## src/design/eds_pkg.sv

```systemverilog
// shared constants, types and tables for the epoch to dos date/time converter
package eds_pkg;

  // clamp limits: 1980-01-01 00:00:00 and 2100-01-01 00:00:00
  localparam logic [31:0] FirstSecond = 32'd315532800;
  localparam logic [31:0] EndSecond   = 32'd4102444800;
  localparam logic [31:0] LastSecond  = EndSecond - 32'd1;

  localparam logic [15:0] DaysTo1980  = 16'd3652;

  // seconds per day is 675 << 7, the shifted part is split off first
  localparam int          DayShift    = 25;
  localparam logic [9:0]  DayLow      = 10'd675;
  localparam logic [15:0] DayRecip    = 16'((64'd1 << DayShift) / 64'd675);

  localparam int          QuadShift   = 16;
  localparam logic [10:0] QuadDays    = 11'd1461;
  localparam logic [5:0]  QuadRecip   = 6'((64'd1 << QuadShift) / 64'd1461);

  localparam int          HourShift   = 17;
  localparam logic [11:0] HourSecs    = 12'd3600;
  localparam logic [5:0]  HourRecip   = 6'((64'd1 << HourShift) / 64'd3600);

  localparam int          MinShift    = 20;
  localparam logic [5:0]  MinSecs     = 6'd60;
  localparam logic [14:0] MinRecip    = 15'(((64'd1 << MinShift) / 64'd60) + 64'd1);

  // day-of-year boundaries inside a four-year block
  localparam logic [10:0] Year1Start  = 11'd366;
  localparam logic [10:0] Year2Start  = 11'd731;
  localparam logic [10:0] Year3Start  = 11'd1096;

  // clamped date/time results: before 1980 (MinDate) and after the end of 2099
  localparam logic [15:0] MaxTime     = 16'hBF7D;
  localparam logic [15:0] MaxDate     = 16'hEF9F;
  localparam logic [15:0] MinDate     = 16'h0021;

  localparam int          Latency     = 8;

  // day number split into whole days since 1980 and second of the day
  typedef struct packed {
    logic        valid;
    logic        clamped;
    logic [15:0] day_num;
    logic [16:0] day_sec;
  } eds_split_t;

  // days before the first of month m in a common year, m = 0 .. 12
  function automatic logic [8:0] month_start(input logic [3:0] m);
    logic [8:0] v;
    v = 9'd0;
    unique case (m)
      4'd0:    v = 9'd0;
      4'd1:    v = 9'd31;
      4'd2:    v = 9'd59;
      4'd3:    v = 9'd90;
      4'd4:    v = 9'd120;
      4'd5:    v = 9'd151;
      4'd6:    v = 9'd181;
      4'd7:    v = 9'd212;
      4'd8:    v = 9'd243;
      4'd9:    v = 9'd273;
      4'd10:   v = 9'd304;
      4'd11:   v = 9'd334;
      4'd12:   v = 9'd365;
      default: v = 9'd0;
    endcase
    return v;
  endfunction

endpackage

```

## src/design/eds_split.sv

```systemverilog
// front stages: range clamp and split of the seconds count into day and second of day
module eds_split
  import eds_pkg::*;
(
  input  logic        clk_i,
  input  logic        rst_ni,
  input  logic        start_i,
  input  logic [31:0] epoch_seconds_i,
  output eds_split_t  split_o
);

  // stage 1: clamp
  logic        valid1_q, flag1_q, flag1_d;
  logic [31:0] s1_q, s1_d;

  always_comb begin
    s1_d    = epoch_seconds_i;
    flag1_d = 1'b0;
    if (epoch_seconds_i < FirstSecond) begin
      s1_d    = FirstSecond;
      flag1_d = 1'b1;
    end else if (epoch_seconds_i >= EndSecond) begin
      s1_d    = LastSecond;
      flag1_d = 1'b1;
    end
  end

  // stage 2: quotient estimate, low by at most one
  logic        valid2_q, flag2_q;
  logic [24:0] x2_q;
  logic [6:0]  low2_q;
  logic [15:0] q2_q, q2_d;
  logic [40:0] day_prod;

  assign day_prod = 41'(s1_q[31:7]) * 41'(DayRecip);
  assign q2_d     = day_prod[40:25];

  // stage 3: correction
  logic        valid3_q, flag3_q;
  logic [15:0] days3_q, days3_d;
  logic [16:0] sec3_q, sec3_d;
  logic [25:0] q_mul, r_wide;
  logic [10:0] r_est;
  logic [15:0] q_fix;
  logic [9:0]  r_fix;

  always_comb begin
    q_mul  = 26'(q2_q) * 26'(DayLow);
    r_wide = 26'(x2_q) - q_mul;
    r_est  = r_wide[10:0];
    q_fix  = q2_q;
    r_fix  = r_est[9:0];
    if (r_est >= 11'(DayLow)) begin
      q_fix = q2_q + 16'd1;
      r_fix = 10'(r_est - 11'(DayLow));
    end
    days3_d = q_fix - DaysTo1980;
    sec3_d  = {r_fix, low2_q};
  end

  always_ff @(posedge clk_i or negedge rst_ni) begin
    if (!rst_ni) begin
      valid1_q <= 1'b0;
      valid2_q <= 1'b0;
      valid3_q <= 1'b0;
    end else begin
      valid1_q <= start_i;
      valid2_q <= valid1_q;
      valid3_q <= valid2_q;
    end
  end

  always_ff @(posedge clk_i) begin
    s1_q    <= s1_d;
    flag1_q <= flag1_d;
    x2_q    <= s1_q[31:7];
    low2_q  <= s1_q[6:0];
    q2_q    <= q2_d;
    flag2_q <= flag1_q;
    days3_q <= days3_d;
    sec3_q  <= sec3_d;
    flag3_q <= flag2_q;
  end

  assign split_o = '{valid: valid3_q, clamped: flag3_q, day_num: days3_q, day_sec: sec3_q};

endmodule

```

## src/design/eds_tod.sv

```systemverilog
// time-of-day stages: hour, minute and halved second packed into the dos time word
module eds_tod
  import eds_pkg::*;
(
  input  logic        clk_i,
  input  logic [16:0] day_sec_i,
  output logic [15:0] dos_time_o
);

  // hour estimate
  logic [16:0] s4_q;
  logic [4:0]  h4_q;
  logic [22:0] h_prod;

  assign h_prod = 23'(day_sec_i) * 23'(HourRecip);

  // hour correction, second of the hour
  logic [4:0]  h5_q, h5_d;
  logic [11:0] m5_q, m5_d;
  logic [16:0] h_mul, m_wide;
  logic [12:0] m_est;

  always_comb begin
    h_mul  = 17'(h4_q) * 17'(HourSecs);
    m_wide = s4_q - h_mul;
    m_est  = m_wide[12:0];
    h5_d   = h4_q;
    m5_d   = m_est[11:0];
    if (m_est >= 13'(HourSecs)) begin
      h5_d = h4_q + 5'd1;
      m5_d = 12'(m_est - 13'(HourSecs));
    end
  end

  // minute, exact for every second of an hour
  logic [4:0]  h6_q;
  logic [11:0] m6_q;
  logic [5:0]  min6_q;
  logic [26:0] mn_prod;

  assign mn_prod = 27'(m5_q) * 27'(MinRecip);

  // second and pack
  logic [11:0] mn_mul, sec_wide;
  logic [15:0] time7_q;

  assign mn_mul   = 12'(min6_q) * 12'(MinSecs);
  assign sec_wide = m6_q - mn_mul;

  always_ff @(posedge clk_i) begin
    s4_q    <= day_sec_i;
    h4_q    <= h_prod[21:17];
    h5_q    <= h5_d;
    m5_q    <= m5_d;
    h6_q    <= h5_q;
    m6_q    <= m5_q;
    min6_q  <= mn_prod[25:20];
    time7_q <= {h6_q, min6_q, sec_wide[5:1]};
  end

  assign dos_time_o = time7_q;

endmodule

```

## src/design/eds_cal.sv

```systemverilog
// calendar stages: four-year block, year, month and day packed into the dos date word
module eds_cal
  import eds_pkg::*;
(
  input  logic        clk_i,
  input  logic        rst_ni,
  input  eds_split_t  split_i,
  output logic        valid_o,
  output logic        clamped_o,
  output logic [15:0] dos_date_o
);

  logic [Latency-4:0] valid_q;
  logic [Latency-4:0] flag_q;

  // block-of-four-years estimate
  logic [15:0] d4_q;
  logic [4:0]  qe4_q;
  logic [21:0] q_prod;

  assign q_prod = 22'(split_i.day_num) * 22'(QuadRecip);

  // correction, day within the block
  logic [4:0]  quad5_q, quad5_d;
  logic [10:0] r5_q, r5_d;
  logic [16:0] q_mul, r_wide;
  logic [11:0] r_est;

  always_comb begin
    q_mul   = 17'(qe4_q) * 17'(QuadDays);
    r_wide  = 17'(d4_q) - q_mul;
    r_est   = r_wide[11:0];
    quad5_d = qe4_q;
    r5_d    = r_est[10:0];
    if (r_est >= 12'(QuadDays)) begin
      quad5_d = qe4_q + 5'd1;
      r5_d    = 11'(r_est - 12'(QuadDays));
    end
  end

  // year within the block, day of year
  logic [6:0]  year6_q, year6_d;
  logic [8:0]  doy6_q, doy6_d;
  logic [1:0]  yoff;
  logic [10:0] doy_wide;

  always_comb begin
    if (r5_q < Year1Start) begin
      yoff     = 2'd0;
      doy_wide = r5_q;
    end else if (r5_q < Year2Start) begin
      yoff     = 2'd1;
      doy_wide = r5_q - Year1Start;
    end else if (r5_q < Year3Start) begin
      yoff     = 2'd2;
      doy_wide = r5_q - Year2Start;
    end else begin
      yoff     = 2'd3;
      doy_wide = r5_q - Year3Start;
    end
    year6_d = {quad5_q, yoff};
    doy6_d  = doy_wide[8:0];
  end

  // month: count of month starts at or below the day of year
  logic [6:0]  year7_q;
  logic [8:0]  doy7_q;
  logic [3:0]  month7_q, month7_d;
  logic        leap6;
  logic [9:0]  mstart;

  assign leap6 = (year6_q[1:0] == 2'd0);

  always_comb begin
    month7_d = 4'd1;
    mstart   = '0;
    for (int m = 1; m < 12; m++) begin
      mstart = 10'(month_start(4'(m))) + 10'(leap6 && (m >= 2));
      if (10'(doy6_q) >= mstart) begin
        month7_d = month7_d + 4'd1;
      end
    end
  end

  // day of month and pack
  logic        leap7;
  logic [9:0]  dstart, day_wide;
  logic [15:0] date8_q;

  assign leap7    = (year7_q[1:0] == 2'd0);
  assign dstart   = 10'(month_start(month7_q - 4'd1)) + 10'(leap7 && (month7_q >= 4'd3));
  assign day_wide = 10'(doy7_q) - dstart + 10'd1;

  always_ff @(posedge clk_i or negedge rst_ni) begin
    if (!rst_ni) begin
      valid_q <= '0;
    end else begin
      valid_q <= {valid_q[Latency-5:0], split_i.valid};
    end
  end

  always_ff @(posedge clk_i) begin
    flag_q   <= {flag_q[Latency-5:0], split_i.clamped};
    d4_q     <= split_i.day_num;
    qe4_q    <= q_prod[20:16];
    quad5_q  <= quad5_d;
    r5_q     <= r5_d;
    year6_q  <= year6_d;
    doy6_q   <= doy6_d;
    year7_q  <= year6_q;
    doy7_q   <= doy6_q;
    month7_q <= month7_d;
    date8_q  <= {year7_q, month7_q, day_wide[4:0]};
  end

  assign valid_o    = valid_q[Latency-4];
  assign clamped_o  = flag_q[Latency-4];
  assign dos_date_o = date8_q;

endmodule

```

## src/design/epoch_seconds_to_dos_datetime.sv

```systemverilog
// Converts seconds since 1970-01-01 00:00:00 into the packed dos time and date words.
// One timestamp is taken in every clock cycle: busy_o stays low, and the result of a
// start_i beat comes out as a done_o strobe, in input order, after the register stages
// of the constant dividers (clamp, day split estimate and correction, then four-year
// block, year, month and day, with the hour, minute and second split alongside). The
// result is shown for a single cycle only, since the receiver cannot hold it off.
// Inputs before 1980 or from 2100 on are clamped to the nearest end and flagged on
// out_of_range_o.
module epoch_seconds_to_dos_datetime
  import eds_pkg::*;
(
  input  logic        clk_i,
  input  logic        rst_ni,
  input  logic        start_i,
  output logic        busy_o,
  input  logic [31:0] epoch_seconds_i,
  output logic        done_o,
  output logic [15:0] dos_time_o,
  output logic [15:0] dos_date_o,
  output logic        out_of_range_o
);

  eds_split_t  split;
  logic [15:0] tod_time;
  logic [15:0] time_q;

  eds_split u_split (
    .clk_i          (clk_i),
    .rst_ni         (rst_ni),
    .start_i        (start_i),
    .epoch_seconds_i(epoch_seconds_i),
    .split_o        (split)
  );

  eds_tod u_tod (
    .clk_i     (clk_i),
    .day_sec_i (split.day_sec),
    .dos_time_o(tod_time)
  );

  eds_cal u_cal (
    .clk_i     (clk_i),
    .rst_ni    (rst_ni),
    .split_i   (split),
    .valid_o   (done_o),
    .clamped_o (out_of_range_o),
    .dos_date_o(dos_date_o)
  );

  // time path is one stage shorter than the calendar path
  always_ff @(posedge clk_i) begin
    time_q <= tod_time;
  end

  assign dos_time_o = time_q;
  assign busy_o     = 1'b0;

endmodule

```

## config.mk

```make
export PLATFORM = sky130hd
export DESIGN_NAME = epoch_seconds_to_dos_datetime
export DESIGN_NICKNAME = d
export VERILOG_FILES = /design/src/design/eds_pkg.sv /design/src/design/eds_split.sv /design/src/design/eds_tod.sv /design/src/design/eds_cal.sv /design/src/design/epoch_seconds_to_dos_datetime.sv
export SDC_FILE = /design/constraint.sdc
export NUM_CORES = 1
export LEC_CHECK = 0
export BUFFER_PORTS_ARGS = -buffer_cell sky130_fd_sc_hd__buf_4
export CORE_ASPECT_RATIO = 1.25
export CORE_MARGIN = 2
export CORE_UTILIZATION = 45
export CTS_BUF_LIST = sky130_fd_sc_hd__clkbuf_4
export DETAILED_ROUTE_END_ITERATION = 12
export PLACE_DENSITY = 0.69
export REMOVE_ABC_BUFFERS = 1
export SETUP_SLACK_MARGIN = 0.2
export SYNTH_ARGS = -nofsm -noshare
export SYNTH_HDL_FRONTEND = slang
export SYNTH_SLANG_ARGS = --single-unit
```

## constraint.sdc

```tcl
create_clock -name clk_i -period 18.6 [get_ports clk_i]
set_input_delay 3.72 -clock clk_i [delete_from_list [all_inputs] [get_ports clk_i]]
set_output_delay 3.72 -clock clk_i [all_outputs]
set_load 0.005 [all_outputs]
```

==> flow_summary.ini <==
[sta]
remaining_max_slew_budget_at_the_tightest_pin_pct = 23.2
tns_ns = 0
min_period_over_period_pct = 35.0
postLayoutSetupSlackWorst_ns = 12.09
timing.final.hold_violations = 0
fmax_mhz = 154
min_period_ns = 6.51
timing.final.max_slew_violations = 0
worst_clock_skew_ns = 0.0621
worst-slew-pin-transition_ns = 1.15
report.final.setup_viol = 0
rsz0062_at_grt = no

[route]
detailroute.via_count = 14900
initialDrtViolationCount = 579
drt_pre_antenna_iters = 5
wirelength_um = 39900
avgRoutedWirePerCell_um = 13.3
remaining_drc_errors = 0
detail_route.vias_per_cell = 4.99
final_antenna_net_count = 0

[critical_path]
worstSetupPathType = reg -> reg
critical_path.slowest_cell = xnor2_1
critPathArrivalTime_ns = 7.16
worstPathBufferInverterCount = 2
worstSetupEndpointType = flip-flop
critical_path_peak_fanout = 11
critical_path.top_delay_family = XOR/XNOR gates
worst-endpoint-required_ns = 19.25
cp-start-kind = flip-flop
worst_path_largest_cell_delay_ns = 0.79

[global_routing]
grt_max_degree = 18
grtUsageTotal_pct = 16.9
antenna_found_initial = 1
grt_pass1_wl_um = 69600
gr_overflow_total = 0
first_global_vias = 15900

[yosys]
postSynthRegisterBits = 279
synthArstFlopShare_pct = 2.87
post_synth.cell_area_avg_sq_um = 9.86
synth.top_cells.by_count = inv_1 (427), ha_1 (421), dfxtp_1 (271), fa_1 (160), xnor2_1 (110)
post_synth_main_area_contributors = dfxtp_1 (25%), ha_1 (24%), fa_1 (15%)
synthDominantCellAreaShare_pct = 25.1
ys_warn_count = 0
synth_most_common_cell = inv_1
ys_types = 98
synth_top_flop_cell = dfxtp_1
yosysSeqAreaShare_pct = 26.0
synth_area_sq_um = 21600
post-synth-top-area-cell = dfxtp_1
post_synth_inst_count = 2194
synth_enable_flop_cells = 0

[clocking]
number_of_clock_sinks = 279
cts_resized = 0
cts.hold.buffers_added = 0
clk_pin_slew_worst_paths_ns = 0.07
worstSkewPairLatency_ns = 0.78
cts_tree = yes
number_of_buffers_created_by_cts = 74
htree_num_levels = 3
clock_path_buffers = 3
clock-root-buffer = clkbuf_4
postCtsSetupBuffers = 0

[floorplan]
die_width_um = 200
floorplan.die.height_um = 249
start_util_pct = 45.7
num_rows = 89
core_sq_um = 47300
design.portCount = 70
fp.dieArea_sq_um = 49800

[finish]
drive_gt1_share_pct = 9.76
num-nets-final = 2919
area_growth_syn_to_layout_pct = 9.84
nFillCells = 4295
utilization_pct = 50.2

[placement]
io_buffers = 68
pre_cts_slack_ns = 12.15
routabilityCongestion = 0.869
place_hpwl_um = 32700

[worst_hold_path]
min-delay-path-class = reg -> reg

[job]
max_capacitance_violation_total = 0

[outcome]
result_of_the_run = completed
==> sequential cells by signal (all words and copies together), names as in the netlist, 9 cells and up <==
signal / flops
u_tod.m5_q: 12
u_split.q2_q: 16
u_split.x2_q: 11
u_cal.doy6_q: 9
u_split.days3_q: 16
u_cal.dos_date_o: 16
u_cal.r5_q: 11
u_cal.d4_q: 12
u_tod.dos_time_o: 16
u_split.sec3_q: 17
dos_time_o: 16
u_split.s1_q: 32
u_tod.s4_q: 13
==> routing by layer <==
metal	routed length [um]	vias to the layer above	track usage, %
li1	-	7500	-
met1	15700	7086	17.6
met2	21700	262	32.7
met3	1350	80	2.76
met4	1100	0	7.24
met5	0	-	0
==> cells by family after synthesis <==
| group | after synthesis | synth area share [%] |
|---|---|---|
| adder cells (fa/ha/maj) | 581 | 39.2 |
| buffers and inverters | 463 | 8.35 |
| AND/OR/NAND/NOR | 362 | 8.19 |
| AO/OA/AOI/OAI | 331 | 10.7 |
| flip-flops | 279 | 26.0 |
| XOR/XNOR | 165 | 6.97 |
| multiplexers | 12 | 0.579 |
| other | 1 | 0.0173 |
==> cells in the final DEF, fill, tap and decap left out, types with 9 or more instances in the layout <==
| cell type | n |
|---|---|
| fa_1 | 160 |
| nand2_1 | 83 |
| or3_1 | 14 |
| o21a_1 | 19 |
| nor2b_1 | 18 |
| and2_1 | 14 |
| inv_1 | 427 |
| a21oi_1 | 75 |
| a21o_1 | 32 |
| xnor2_1 | 110 |
| dfxtp_1 | 271 |
| a31oi_1 | 9 |
| clkinv_1 | 16 |
| o211ai_1 | 12 |
| nor2_1 | 106 |
| buf_4 | 69 |
| ha_1 | 421 |
| nand4_1 | 11 |
| o21ai_0 | 57 |
| nor3_1 | 31 |
| xor2_1 | 50 |
| and3_1 | 11 |
| clkbuf_4 | 101 |
| nand2b_1 | 11 |
| nand3_1 | 28 |
==> through the flow <==
step                hold slack, ns  instances  instance area, sq um
floorplan                    0.310       2158                 21400
global placement             0.310       2864                 22700
detailed placement           0.312       2864                 22700
CTS                          0.292       2993                 23700
global route                 0.297       2994                 23800
finish                       0.280       2994                 23800
==> path summary, 6_finish.rpt <==
check / startpoint / cells after the start / slack, ns / to
max: u_cal.year6_q[1]$_SDFF_PP0_ / 27 / 12.09 / u_cal.month7_q[3]$_DFF_P_
min: u_split.low2_q[5]$_DFF_P_ / 0 / 0.28 / u_split.sec3_q[5]$_DFF_P_
max reg2reg: u_cal.year6_q[1]$_SDFF_PP0_ / 27 / 12.09 / u_cal.month7_q[3]$_DFF_P_
min reg2reg: u_split.low2_q[5]$_DFF_P_ / 0 / 0.28 / u_split.sec3_q[5]$_DFF_P_
max in group asynchronous: rst_ni / 1 / 15.68 / u_cal.valid_q[3]$_DFF_PN0_
min in group asynchronous: rst_ni / 1 / 2.78 / u_cal.valid_q[2]$_DFF_PN0_
==> area by class of cell <==
class                   instances  area (sq um)  area share [%]
clock inverters                28           255            1.07
well taps                     637           797            3.36
repair buffers                 69           518            2.18
clock buffers                 101           758            3.19
diodes                          1          2.50          0.0105
multi-input cells            1452         14200            59.8
inverters                     427          1600            6.75
flip-flops and latches        279          5630            23.7
Power is left out: the tool's default activity adds up to more than one toggle a clock period on the data nets, which glitch-free logic cannot reach.
